[src/sv/tscc_pkg.sv]
// Shared types and constants for the temperature compensation and band classifier.
// Used by the top level and every module of the block; no dependencies.

package tscc_pkg;

    localparam int unsigned NUM_STAGES  = 5;
    localparam int unsigned CFG_INDEX_W = 3;
    localparam int unsigned CFG_DATA_W  = 16;

    typedef enum logic [CFG_INDEX_W-1:0] {
        REG_CAL_OFFSET = 3'd0,
        REG_CAL_LINEAR = 3'd1,
        REG_CAL_SQUARE = 3'd2,
        REG_COLD_LIMIT = 3'd3,
        REG_HOT_LIMIT  = 3'd4
    } reg_index_t;

    localparam logic [1:0] BAND_COLD   = 2'd0;
    localparam logic [1:0] BAND_NORMAL = 2'd1;
    localparam logic [1:0] BAND_HOT    = 2'd2;

    localparam logic signed [15:0] COLD_LIMIT_RESET = 16'sd2000;
    localparam logic signed [15:0] HOT_LIMIT_RESET  = 16'sd3500;
    localparam logic signed [24:0] CENTI_ROUND      = 25'sd128;
    localparam logic signed [15:0] CENTI_MAX        = 16'sh7FFF;
    localparam logic signed [15:0] CENTI_MIN        = 16'sh8000;

    typedef struct packed {
        logic        [15:0] offset;
        logic signed [15:0] linear;
        logic signed [15:0] square;
        logic signed [15:0] cold_limit;
        logic signed [15:0] hot_limit;
    } cal_cfg_t;

    // (r>>3) - 2*T1 and (r>>4) - T1
    typedef struct packed {
        logic signed [17:0] lin_diff;
        logic signed [16:0] sq_diff;
    } front_t;

    // linear term and squared difference, both already shifted
    typedef struct packed {
        logic signed [20:0] lin;
        logic signed [19:0] sq;
    } mid_t;

    typedef struct packed {
        logic signed [20:0] lin;
        logic signed [17:0] quad;
    } term_t;

    typedef logic signed [21:0] fine_t;

endpackage

[src/sv/tscc_in_if.sv]
// Input channel: one raw sensor reading per item.
// Depends on nothing.

interface tscc_in_if;
    logic       valid;
    logic       ready;
    logic [7:0] raw_high_byte;
    logic [7:0] raw_mid_byte;
    logic [7:0] raw_low_byte;

    modport source (output valid, raw_high_byte, raw_mid_byte, raw_low_byte, input ready);
    modport sink   (input valid, raw_high_byte, raw_mid_byte, raw_low_byte, output ready);
endinterface

[src/sv/tscc_out_if.sv]
// Result channel: compensated temperature and band per item.
// Depends on nothing.

interface tscc_out_if;
    logic               valid;
    logic               ready;
    logic signed [31:0] fine_temperature;
    logic signed [15:0] temperature_centi;
    logic        [1:0]  temp_band;

    modport source (output valid, fine_temperature, temperature_centi, temp_band,
                    input ready);
    modport sink   (input valid, fine_temperature, temperature_centi, temp_band,
                    output ready);
endinterface

[src/sv/temp_sensor_compensate_classify_core.sv]
// Top level of the temperature compensation and band classifier.
// Depends on tscc_pkg, tscc_in_if, tscc_out_if, tscc_front, tscc_mult, tscc_scale.
//
// Usage:
//   raw    : valid/ready channel of raw readings (three register bytes per item).
//   result : valid/ready channel of fine temperature, centidegrees (saturated
//            to 16 bits signed) and band (cold, normal, hot).
//   cfg_*  : write port for the three calibration words and the two band limits;
//            write only while no item is in flight.
// Every item gives exactly one result via front, mid, term, fine, result stages.
// The five-stage pipeline takes one item per cycle while raw ready is high.
// Each stage holds its item while the next one is full, so a stall at the
// result side backs up stage by stage; empty stages keep filling, and raw
// ready drops only once every stage holds an item. Nothing is lost or repeated.
// Reset empties the pipeline and loads the registers with their defaults:
// calibration words zero, cold limit 2000, hot limit 3500.

module temp_sensor_compensate_classify_core
(
    input  logic                                clk,
    input  logic                                rst_n,
    tscc_in_if.sink                             raw,
    tscc_out_if.source                          result,
    input  logic                                cfg_write,
    input  logic [tscc_pkg::CFG_INDEX_W-1:0]    cfg_index,
    input  logic [tscc_pkg::CFG_DATA_W-1:0]     cfg_data
);

    localparam int unsigned N = tscc_pkg::NUM_STAGES;

    tscc_pkg::cal_cfg_t cal_reg;
    tscc_pkg::cal_cfg_t cal_next;
    logic [N-1:0]       valid_reg;
    logic [N-1:0]       valid_next;
    logic [N-1:0]       valid_prev;
    logic [N-1:0]       free;
    logic [N-1:0]       load;
    tscc_pkg::front_t   front;
    tscc_pkg::term_t    term;

    always_comb
    begin
        cal_next = cal_reg;
        if (cfg_write)
        begin
            case (tscc_pkg::reg_index_t'(cfg_index))
                tscc_pkg::REG_CAL_OFFSET: cal_next.offset     = cfg_data;
                tscc_pkg::REG_CAL_LINEAR: cal_next.linear     = $signed(cfg_data);
                tscc_pkg::REG_CAL_SQUARE: cal_next.square     = $signed(cfg_data);
                tscc_pkg::REG_COLD_LIMIT: cal_next.cold_limit = $signed(cfg_data);
                tscc_pkg::REG_HOT_LIMIT:  cal_next.hot_limit  = $signed(cfg_data);
                default:                  cal_next = cal_reg;
            endcase
        end
    end

    // a stage is free when empty or when its item moves on this cycle
    always_comb
    begin
        free[N-1] = ~valid_reg[N-1] | result.ready;
        for (int k = N - 2; k >= 0; k--)
        begin
            free[k] = ~valid_reg[k] | free[k+1];
        end
        valid_prev = {valid_reg[N-2:0], raw.valid};
        load       = free & valid_prev;
        valid_next = (free & valid_prev) | (~free & valid_reg);
    end

    always_ff @(posedge clk or negedge rst_n)
    begin
        if (!rst_n)
        begin
            valid_reg          <= '0;
            cal_reg.offset     <= '0;
            cal_reg.linear     <= '0;
            cal_reg.square     <= '0;
            cal_reg.cold_limit <= tscc_pkg::COLD_LIMIT_RESET;
            cal_reg.hot_limit  <= tscc_pkg::HOT_LIMIT_RESET;
        end
        else
        begin
            valid_reg <= valid_next;
            cal_reg   <= cal_next;
        end
    end

    assign raw.ready    = free[0];
    assign result.valid = valid_reg[N-1];

    tscc_front u_front
    (
        .clk            (clk),
        .load           (load[0]),
        .raw_high_byte  (raw.raw_high_byte),
        .raw_mid_byte   (raw.raw_mid_byte),
        .raw_low_byte   (raw.raw_low_byte),
        .cal_offset     (cal_reg.offset),
        .front          (front)
    );

    tscc_mult u_mult
    (
        .clk        (clk),
        .load_mid   (load[1]),
        .load_term  (load[2]),
        .front      (front),
        .cal        (cal_reg),
        .term       (term)
    );

    tscc_scale u_scale
    (
        .clk                (clk),
        .load_fine          (load[3]),
        .load_result        (load[4]),
        .term               (term),
        .cal                (cal_reg),
        .fine_temperature   (result.fine_temperature),
        .temperature_centi  (result.temperature_centi),
        .temp_band          (result.temp_band)
    );

    a_ready_when_drained: assert property (@(posedge clk) disable iff (!rst_n)
        !result.valid |-> raw.ready)
        else $error("input blocked with empty result stage");

    a_ready_when_taken: assert property (@(posedge clk) disable iff (!rst_n)
        result.ready |-> raw.ready)
        else $error("input blocked while result side is ready");

    a_accept_enters: assert property (@(posedge clk) disable iff (!rst_n)
        raw.valid && raw.ready |=> valid_reg[0])
        else $error("accepted item missing from first stage");

    a_band_cold: assert property (@(posedge clk) disable iff (!rst_n)
        result.valid |->
            ((result.temp_band == tscc_pkg::BAND_COLD)
             == (result.temperature_centi < cal_reg.cold_limit)))
        else $error("cold band does not match cold limit");

endmodule

[src/sv/tscc_front.sv]
// Stage 1: assembles the 20-bit reading and forms both offset differences.
// Depends on tscc_pkg.

module tscc_front
(
    input  logic                clk,
    input  logic                load,
    input  logic [7:0]          raw_high_byte,
    input  logic [7:0]          raw_mid_byte,
    input  logic [7:0]          raw_low_byte,
    input  logic [15:0]         cal_offset,
    output tscc_pkg::front_t    front
);

    logic [19:0]        reading;
    tscc_pkg::front_t   front_next;
    tscc_pkg::front_t   front_reg;

    assign reading = {raw_high_byte, raw_mid_byte, raw_low_byte[7:4]};

    always_comb
    begin
        front_next.lin_diff = $signed({1'b0, reading[19:3]}) - $signed({1'b0, cal_offset, 1'b0});
        front_next.sq_diff  = $signed({1'b0, reading[19:4]}) - $signed({1'b0, cal_offset});
    end

    always_ff @(posedge clk)
    begin
        if (load)
        begin
            front_reg <= front_next;
        end
    end

    assign front = front_reg;

endmodule

[src/sv/tscc_mult.sv]
// Stages 2 and 3: linear product and square, then the quadratic product.
// Products wrap to 32 bits before the arithmetic shift. Depends on tscc_pkg.

module tscc_mult
(
    input  logic                clk,
    input  logic                load_mid,
    input  logic                load_term,
    input  tscc_pkg::front_t    front,
    input  tscc_pkg::cal_cfg_t  cal,
    output tscc_pkg::term_t     term
);

    logic signed [33:0] lin_prod;
    logic signed [33:0] sq_prod;
    logic signed [35:0] quad_prod;
    tscc_pkg::mid_t     mid_next;
    tscc_pkg::mid_t     mid_reg;
    tscc_pkg::term_t    term_next;
    tscc_pkg::term_t    term_reg;

    always_comb
    begin
        lin_prod      = front.lin_diff * cal.linear;
        sq_prod       = front.sq_diff * front.sq_diff;
        mid_next.lin  = lin_prod[31:11];
        mid_next.sq   = sq_prod[31:12];
    end

    always_comb
    begin
        quad_prod      = mid_reg.sq * cal.square;
        term_next.lin  = mid_reg.lin;
        term_next.quad = quad_prod[31:14];
    end

    always_ff @(posedge clk)
    begin
        if (load_mid)
        begin
            mid_reg <= mid_next;
        end
        if (load_term)
        begin
            term_reg <= term_next;
        end
    end

    assign term = term_reg;

endmodule

[src/sv/tscc_scale.sv]
// Stages 4 and 5: fine temperature sum, centidegree scaling with saturation,
// and band classification into the result register. Depends on tscc_pkg.

module tscc_scale
(
    input  logic                clk,
    input  logic                load_fine,
    input  logic                load_result,
    input  tscc_pkg::term_t     term,
    input  tscc_pkg::cal_cfg_t  cal,
    output logic signed [31:0]  fine_temperature,
    output logic signed [15:0]  temperature_centi,
    output logic [1:0]          temp_band
);

    tscc_pkg::fine_t    fine_next;
    tscc_pkg::fine_t    fine_reg;
    logic signed [24:0] centi_sum;
    logic signed [16:0] centi_wide;
    logic signed [15:0] centi_sat;
    logic [1:0]         band;
    logic signed [31:0] fine_out_reg;
    logic signed [15:0] centi_reg;
    logic [1:0]         band_reg;

    assign fine_next = $signed({term.lin[20], term.lin})
                     + $signed({{4{term.quad[17]}}, term.quad});

    always_comb
    begin
        // fine*5 + 128, then >>> 8
        centi_sum  = $signed({{3{fine_reg[21]}}, fine_reg})
                   + $signed({fine_reg[21], fine_reg, 2'b00})
                   + tscc_pkg::CENTI_ROUND;
        centi_wide = centi_sum[24:8];
        if (centi_wide[16] != centi_wide[15])
        begin
            centi_sat = centi_wide[16] ? tscc_pkg::CENTI_MIN : tscc_pkg::CENTI_MAX;
        end
        else
        begin
            centi_sat = centi_wide[15:0];
        end
        if (centi_sat < cal.cold_limit)
        begin
            band = tscc_pkg::BAND_COLD;
        end
        else if (centi_sat < cal.hot_limit)
        begin
            band = tscc_pkg::BAND_NORMAL;
        end
        else
        begin
            band = tscc_pkg::BAND_HOT;
        end
    end

    always_ff @(posedge clk)
    begin
        if (load_fine)
        begin
            fine_reg <= fine_next;
        end
        if (load_result)
        begin
            fine_out_reg <= {{10{fine_reg[21]}}, fine_reg};
            centi_reg    <= centi_sat;
            band_reg     <= band;
        end
    end

    assign fine_temperature  = fine_out_reg;
    assign temperature_centi = centi_reg;
    assign temp_band         = band_reg;

endmodule
[src/flat_wrapper.sv]
// flat-port wrapper written by rule: the top's interface ports become plain ports
module temp_sensor_compensate_classify_core_flat 
  (clk, rst_n, cfg_write, cfg_index, cfg_data, raw_valid, raw_raw_high_byte, raw_raw_mid_byte, raw_raw_low_byte, raw_ready, result_valid, result_fine_temperature, result_temperature_centi, result_temp_band, result_ready);
  tscc_in_if raw_i ();
  tscc_out_if result_i ();
  input  logic clk;
  input  logic rst_n;
  input  logic cfg_write;
  input  logic [tscc_pkg::CFG_INDEX_W-1:0] cfg_index;
  input  logic [tscc_pkg::CFG_DATA_W-1:0] cfg_data;
  input wire logic [$bits(raw_i.valid)-1:0] raw_valid;
  input wire logic [$bits(raw_i.raw_high_byte)-1:0] raw_raw_high_byte;
  input wire logic [$bits(raw_i.raw_mid_byte)-1:0] raw_raw_mid_byte;
  input wire logic [$bits(raw_i.raw_low_byte)-1:0] raw_raw_low_byte;
  output wire logic [$bits(raw_i.ready)-1:0] raw_ready;
  output wire logic [$bits(result_i.valid)-1:0] result_valid;
  output wire logic [$bits(result_i.fine_temperature)-1:0] result_fine_temperature;
  output wire logic [$bits(result_i.temperature_centi)-1:0] result_temperature_centi;
  output wire logic [$bits(result_i.temp_band)-1:0] result_temp_band;
  input wire logic [$bits(result_i.ready)-1:0] result_ready;
  assign raw_i.valid = raw_valid;
  assign raw_i.raw_high_byte = raw_raw_high_byte;
  assign raw_i.raw_mid_byte = raw_raw_mid_byte;
  assign raw_i.raw_low_byte = raw_raw_low_byte;
  assign raw_ready = raw_i.ready;
  assign result_valid = result_i.valid;
  assign result_fine_temperature = result_i.fine_temperature;
  assign result_temperature_centi = result_i.temperature_centi;
  assign result_temp_band = result_i.temp_band;
  assign result_i.ready = result_ready;
  temp_sensor_compensate_classify_core u_core (.clk(clk), .rst_n(rst_n), .raw(raw_i), .result(result_i), .cfg_write(cfg_write), .cfg_index(cfg_index), .cfg_data(cfg_data));
endmodule
[config.mk]
export PLATFORM = sky130hd
export DESIGN_NAME = temp_sensor_compensate_classify_core_flat
export DESIGN_NICKNAME = d
export VERILOG_FILES = /design/src/sv/tscc_pkg.sv /design/src/sv/tscc_in_if.sv /design/src/sv/tscc_out_if.sv /design/src/sv/temp_sensor_compensate_classify_core.sv /design/src/sv/tscc_front.sv /design/src/sv/tscc_mult.sv /design/src/sv/tscc_scale.sv /design/src/flat_wrapper.sv
export SDC_FILE = /design/constraint.sdc
export NUM_CORES = 2
export LEC_CHECK = 0
export BUFFER_PORTS_ARGS = -buffer_cell sky130_fd_sc_hd__buf_2
export CORE_AREA = 2 2 236 471
export DETAILED_ROUTE_END_ITERATION = 10
export DIE_AREA = 0 0 238 473
export PLACE_DENSITY = 0.54
export REMOVE_ABC_BUFFERS = 1
export SLEW_MARGIN = 0
export SYNTH_ARGS = -nofsm -noshare
export SYNTH_HDL_FRONTEND = slang
export SYNTH_SLANG_ARGS = --single-unit
export TNS_END_PERCENT = 1
[constraint.sdc]
create_clock -name clk -period 6.2 [get_ports clk]
set_clock_uncertainty 0.2 [all_clocks]
set_input_delay 0.62 -clock clk [delete_from_list [all_inputs] [get_ports clk]]
set_output_delay 0.62 -clock clk [all_outputs]
set_load 0.02 [all_outputs]
-- After elaboration in Yosys (flattened, before gate mapping)
Cells that the tools add are included.
- $add $sub $neg: 5
- bitwise logic cells: 14
- order comparisons: 2
- multiply operators: 3
- shift-type cells: 0
- div/mod/pow operators: 0
- eq/ne operators: 5
- multiplexer cells: 3
- reduce and logical (&&, ||, !) cells: 6
- operators with widths (operator ; count):
    $lt 16x16->1 ; 2
    $mul 17x17->32 ; 1
    $mul 18x16->32 ; 1
    $mul 20x16->32 ; 1
    $mux 16 ; 2
    $add 22x24->25 ; 1
    $add 25x9->25 const B ; 1
    $add 21x18->22 ; 1
    $sub 17x17->18 ; 1
    $sub 16x16->17 ; 1
    $and 5x5->5 ; 2
    $reduce_and 2->1 ; 5
    $eq 3x2->1 const B ; 2
    $not 1->1 ; 5
    $not 5->5 ; 1
    $or 1x1->1 ; 5
    $or 5x5->5 ; 1
    $eq 3x1->1 const B ; 1
    $eq 3x3->1 const B ; 1
    $logic_not 3->1 ; 1
    $mux 2 ; 1
    $ne 1x1->1 ; 1
- input port bits: 48
- logic and storage cells: 54
- memory bits (writable): 0
- output and inout bits: 52
- memories kept: 0
- bits in latches: 0
- bits in registers: 262
- ROM bits: 0

-- Longest topological paths before layout
- depth in word-level cells: 9
- mapped depth: 26
- gate-level depth less buffers: 25

-- By module
A second synthesis with hierarchy kept.
- cells, all modules: 4131
- area, all modules: 41626.2 µm²
- modules (own cells, without submodules) (module ; sequential area each (µm²) ; times used ; cells each ; area an instance (µm²)):
    tscc_mult ; 2402.3 ; 1 ; 3298 ; 31878.1
    tscc_scale ; 1861.8 ; 1 ; 461 ; 4812.1
    temp_sensor_compensate_classify_core ; 2143.3 ; 1 ; 196 ; 3323.2
    tscc_front ; 540.5 ; 1 ; 176 ; 1612.8

-- Worst setup path after synthesis
Ideal clock, no wire load.
- kind: register to register
- start point: reg u_core.u_front.front_reg (netlist bit u_core.u_front.front[28])
- end point: reg u_core.u_mult.mid_reg[40] (netlist bit) (data pin)
- buffers on the path: 2
- data arrival time: 6.245 ns
- period minus slack after synthesis: 6.705 ns
- stages on the path, launching flop included: 24
- data required time: 5.740 ns
- setup time: 0.260 ns
- slack: -0.505 ns
- cells stage by stage: edfxtp_1 > clkbuf_1 > clkbuf_1 > nand2_1 > fa_1 > inv_1 > fa_1 > fa_1 > fa_1 > fa_1 > inv_1 > fa_1 > inv_1 > ha_1 > and4_4 > and4_4 > a32oi_1 > o21ai_1 > a311oi_2 > o21ai_2 > a41o_1 > o41ai_4 > o21ba_1 > xnor2_1
- longest elaborated chain between the ends: 1
- RTL lines (item ; RTL line ; source):
    start, declared ; tscc_front.sv:17 ; tscc_pkg::front_t front_reg;
    start signal, assigned ; tscc_front.sv:31 ; front_reg <= front_next;
    $mul 18x16->32 ; tscc_mult.sv:24 ; lin_prod = front.lin_diff * cal.linear;
    net u_core.u_mult.lin_prod[31] ; tscc_mult.sv:14 ; logic signed [33:0] lin_prod;
    end signal, assigned ; tscc_mult.sv:41 ; mid_reg <= mid_next;
    end, declared ; tscc_mult.sv:18 ; tscc_pkg::mid_t mid_reg;
The timed path passes the listed nets, and every way through them passes these cells.
A chain may end at the register's enable or synchronous reset.

-- Worst setup path after layout
- start point: reg u_core.u_front.front_reg (netlist bit u_core.u_front.front[31])
- end point: reg u_core.u_mult.mid_reg[40] (netlist bit) (data pin)
Same word-level chain as after synthesis.

==> impl_metrics.json <==
{
  "synth_edf_count": 160,
  "ioPinCount": 100,
  "grt_use_met2_pct": 35.87,
  "synth_compound_area_share_pct": 4.650,
  "yosysUniqueCellTypes": 69,
  "grt_max_degree": 53,
  "synth_top_family_by_area": "adder cells",
  "cts_buffer_depth": 3,
  "drive_above_1_share_pct": 15.45,
  "synth_mux_area_share_pct": 1.391,
  "synthFlopType": "edfxtp_1",
  "status": "finished, violations left",
  "overflow": 0,
  "antenna_found_initial": 4,
  "hold_class": "in2reg",
  "synth-simple-area-share_pct": 12.59,
  "numPortBuffers": 92,
  "fin_ws_ns": -0.4695,
  "nNetsFinal": 5765,
  "final_util_pct": 43.32,
  "vias_per_cell": 4.752,
  "fin_crit_ns": 6.670,
  "insertion_delay_ns": 0.58,
  "yosysTopAreaCell": "fa_1",
  "grt_use_total_pct": 19.57,
  "start_util_pct": 37.61,
  "endpoint_kind": "flop",
  "arrival_ns": 6.79,
  "place.gp.congestion": 0.8746,
  "grtUsageMet3_pct": 1.201,
  "finalHoldViolations": 0,
  "core-area_sq_um": 109300,
  "dp_hpwl_microns": 89990,
  "clock-sinks": 245,
  "synth_area_leaders": "fa_1, edfxtp_1, ha_1",
  "synthCells": 4145,
  "max_slew_margin_pct": 24.81,
  "met1_usage_pct": 25.22,
  "grt_pass1_wl_microns": 173100,
  "max_cap_viol_count": 0,
  "worstMarginPinSlew_ns": 1.125,
  "synth.yosys.seq_area_share_pct": 16.90,
  "drv_slew": 0,
  "cts_buffers": 26,
  "cts_tree": "done",
  "place_inst": 5912,
  "required_ns": 6.32,
  "startpoint_type": "flop",
  "yosysWarnings": 0,
  "die_h_microns": 473,
  "first_pass_iters": 7,
  "synth_top_area_share_pct": 39.73,
  "violations": "negative setup slack",
  "async_reset_ff_share_pct": 34.69,
  "largest_reg_flops": 80,
  "routedWlPerCell_microns": 17.65,
  "drc": 0,
  "htreeDepth": 1,
  "rsz0062_at_grt": "true",
  "vias": 28340,
  "avgSynthCellArea_sq_um": 9.919,
  "max_freq_ghz": 0.1499,
  "tns_ns": -6.467,
  "finalNonFillerCells": 5965,
  "synth_seq_cells": 245,
  "path_max_fanout": 6,
  "die_w_microns": 238,
  "dr.first_iter.drc_count": 1393,
  "netlist_area_sq_um": 41120,
  "finalSetupViolCount": 34,
  "grt-busiest-layer": "met2",
  "cts-root-buf": "clkbuf_16",
  "synth_fa_ha_area_share_pct": 50.41,
  "syn2layout_area_growth_pct": 15.19,
  "critPathKind": "reg2reg",
  "clk_pin_slew_worst_paths_ns": 0.07,
  "drt_wl_total_microns": 105300,
  "grt_pass1_vias": 31650,
  "rows": 172,
  "ant_nets": 0,
  "synth-xor-area-share_pct": 3.067,
  "die-area_sq_um": 112600,
  "fin_crit_sh_pct": 107.6
}
## layout by cell type (no fill, tap or decap), drive strengths merged, types with 4 or more instances in the layout
master | netlist | final
mux2 | 49 | 49
a31oi | 8 | 8
nor3 | 21 | 21
and2 | 340 | 340
or3 | 4 | 4
inv | 1037 | 1039
nand3 | 23 | 23
xnor2 | 110 | 110
o21a | 15 | 15
and3 | 12 | 12
and4 | 5 | 5
a21oi | 68 | 68
a211oi | 8 | 8
a221oi | 6 | 6
nor2 | 116 | 116
a21o | 47 | 47
a21boi | 8 | 8
nand2b | 30 | 30
o2111ai | 4 | 4
o21bai | 9 | 9
o211ai | 5 | 5
clkinvlp | 0 | 4
clkbuf | 141 | 34
dfstp | 13 | 13
o21ai | 78 | 78
xor2 | 34 | 34
buf | 14 | 531
ha | 351 | 351
nor2b | 29 | 29
a31o | 5 | 5
dfrtp | 72 | 72
nand4 | 18 | 18
nand2 | 451 | 451
edfxtp | 160 | 160
fa | 816 | 816
clkinv | 0 | 6
## cells by family (layout without fill, tap and decap cells)
group	after synthesis	in the layout
buffers and inverters	1192	1617
adders and majority gates	1167	1167
and+or+nand+nor	1058	1058
AOI/OAI and AO/OA	288	288
DFF	245	245
xor gates and xnor gates	144	144
muxes	51	51
other	0	3
## final timing paths
| path | startpoint | cells after the start | to | slack, ns |
|---|---|---|---|---|
| min in group asynchronous | rst_n | 2 | u_core.cal_reg[15] | 0.36 |
| min reg2reg | u_core.u_mult.mid_reg[20] | 0 | u_core.u_mult.term[18] | 0.22 |
| min | raw_raw_low_byte[7] | 1 | u_core.u_front.front[17] | 0.07 |
| max | u_core.u_front.front[31] | 23 | u_core.u_mult.mid_reg[40] | -0.47 |
| max in group asynchronous | rst_n | 3 | u_core.cal_reg[53] | 4.26 |
| max reg2reg | u_core.u_front.front[31] | 23 | u_core.u_mult.mid_reg[40] | -0.47 |
## cell type report
type                    count  area, sq um
clock buffers              34        721.9
multi-input cells        2708        29840
clock inverters            14        170.2
fillers                 10570        61970
repair buffers            532         4031
diodes                      3        7.507
well taps                1392         1742
flip-flops and latches    245         6955
inverters                1037         3892
## synth_stat cells (18+ instances only)
master    count
nor2b_1      29
o21ai_0      70
nand4_1      18
xnor2_1     110
edfxtp_1    160
a21oi_1      67
nor2_1      116
nand3_1      23
nor3_1       20
ha_1        351
clkbuf_1    141
dfrtp_1      72
inv_1      1037
nand2_1     451
xor2_1       34
nand2b_1     30
a21o_1       47
mux2_2       49
fa_1        816
and2_1      340
## layer usage
| layer | up-vias | part of all wire, % |
|---|---|---|
| met2 | 480 | 52 |
| li1 | 13200 | - |
| met4 | 0 | 2.4 |
| met3 | 107 | 3.3 |
| met5 | - | 0 |
| met1 | 14560 | 42 |
## stage by stage
step / instance area [sq um] / hold slack (ns) / worst slack, ns
after global placement: 46230 / 0.2022 / -0.6451
after CTS: 47290 / 0.03067 / -0.5291
after detailed placement: 46230 / 0.2045 / -0.6784
after global routing: 47350 / 0.03488 / -0.7500
final: 47360 / 0.06868 / -0.4695
after floorplan: 40490 / 0.1244 / -0.6245
## worst max-delay path, cell delays in order, from the launching register on
cell and delay, ns:
edfxtp_1 0.56, and2_1 0.23, fa_1 0.54, inv_1 0.05
fa_1 0.46, fa_1 0.52, inv_1 0.06, fa_1 0.49
fa_1 0.49, inv_1 0.05, fa_1 0.48, inv_1 0.06
ha_1 0.31, and4_4 0.22, and4_4 0.19, a32oi_1 0.14
o21ai_1 0.12, a311oi_2 0.24, buf_4 0.17, o21ai_2 0.08
a41o_2 0.27, o41ai_4 0.25, o21ba_1 0.17, xnor2_1 0.06
## repair_timing
| item | 4_1_cts | 5_1_grt |
|---|---|---|
| setup buffers | 1 | 0 |
| hold buffers | 1 | 0 |
| hold endpoints to repair | 28 | 0 |
| pin swaps | 14 | 1 |
| gates resized for setup | 44 | 15 |
| endpoints found under the setup margin | 43 | 48 |
Power is left out: the tool's default activity adds up to more than one toggle a clock period on the data nets, which glitch-free logic cannot reach.
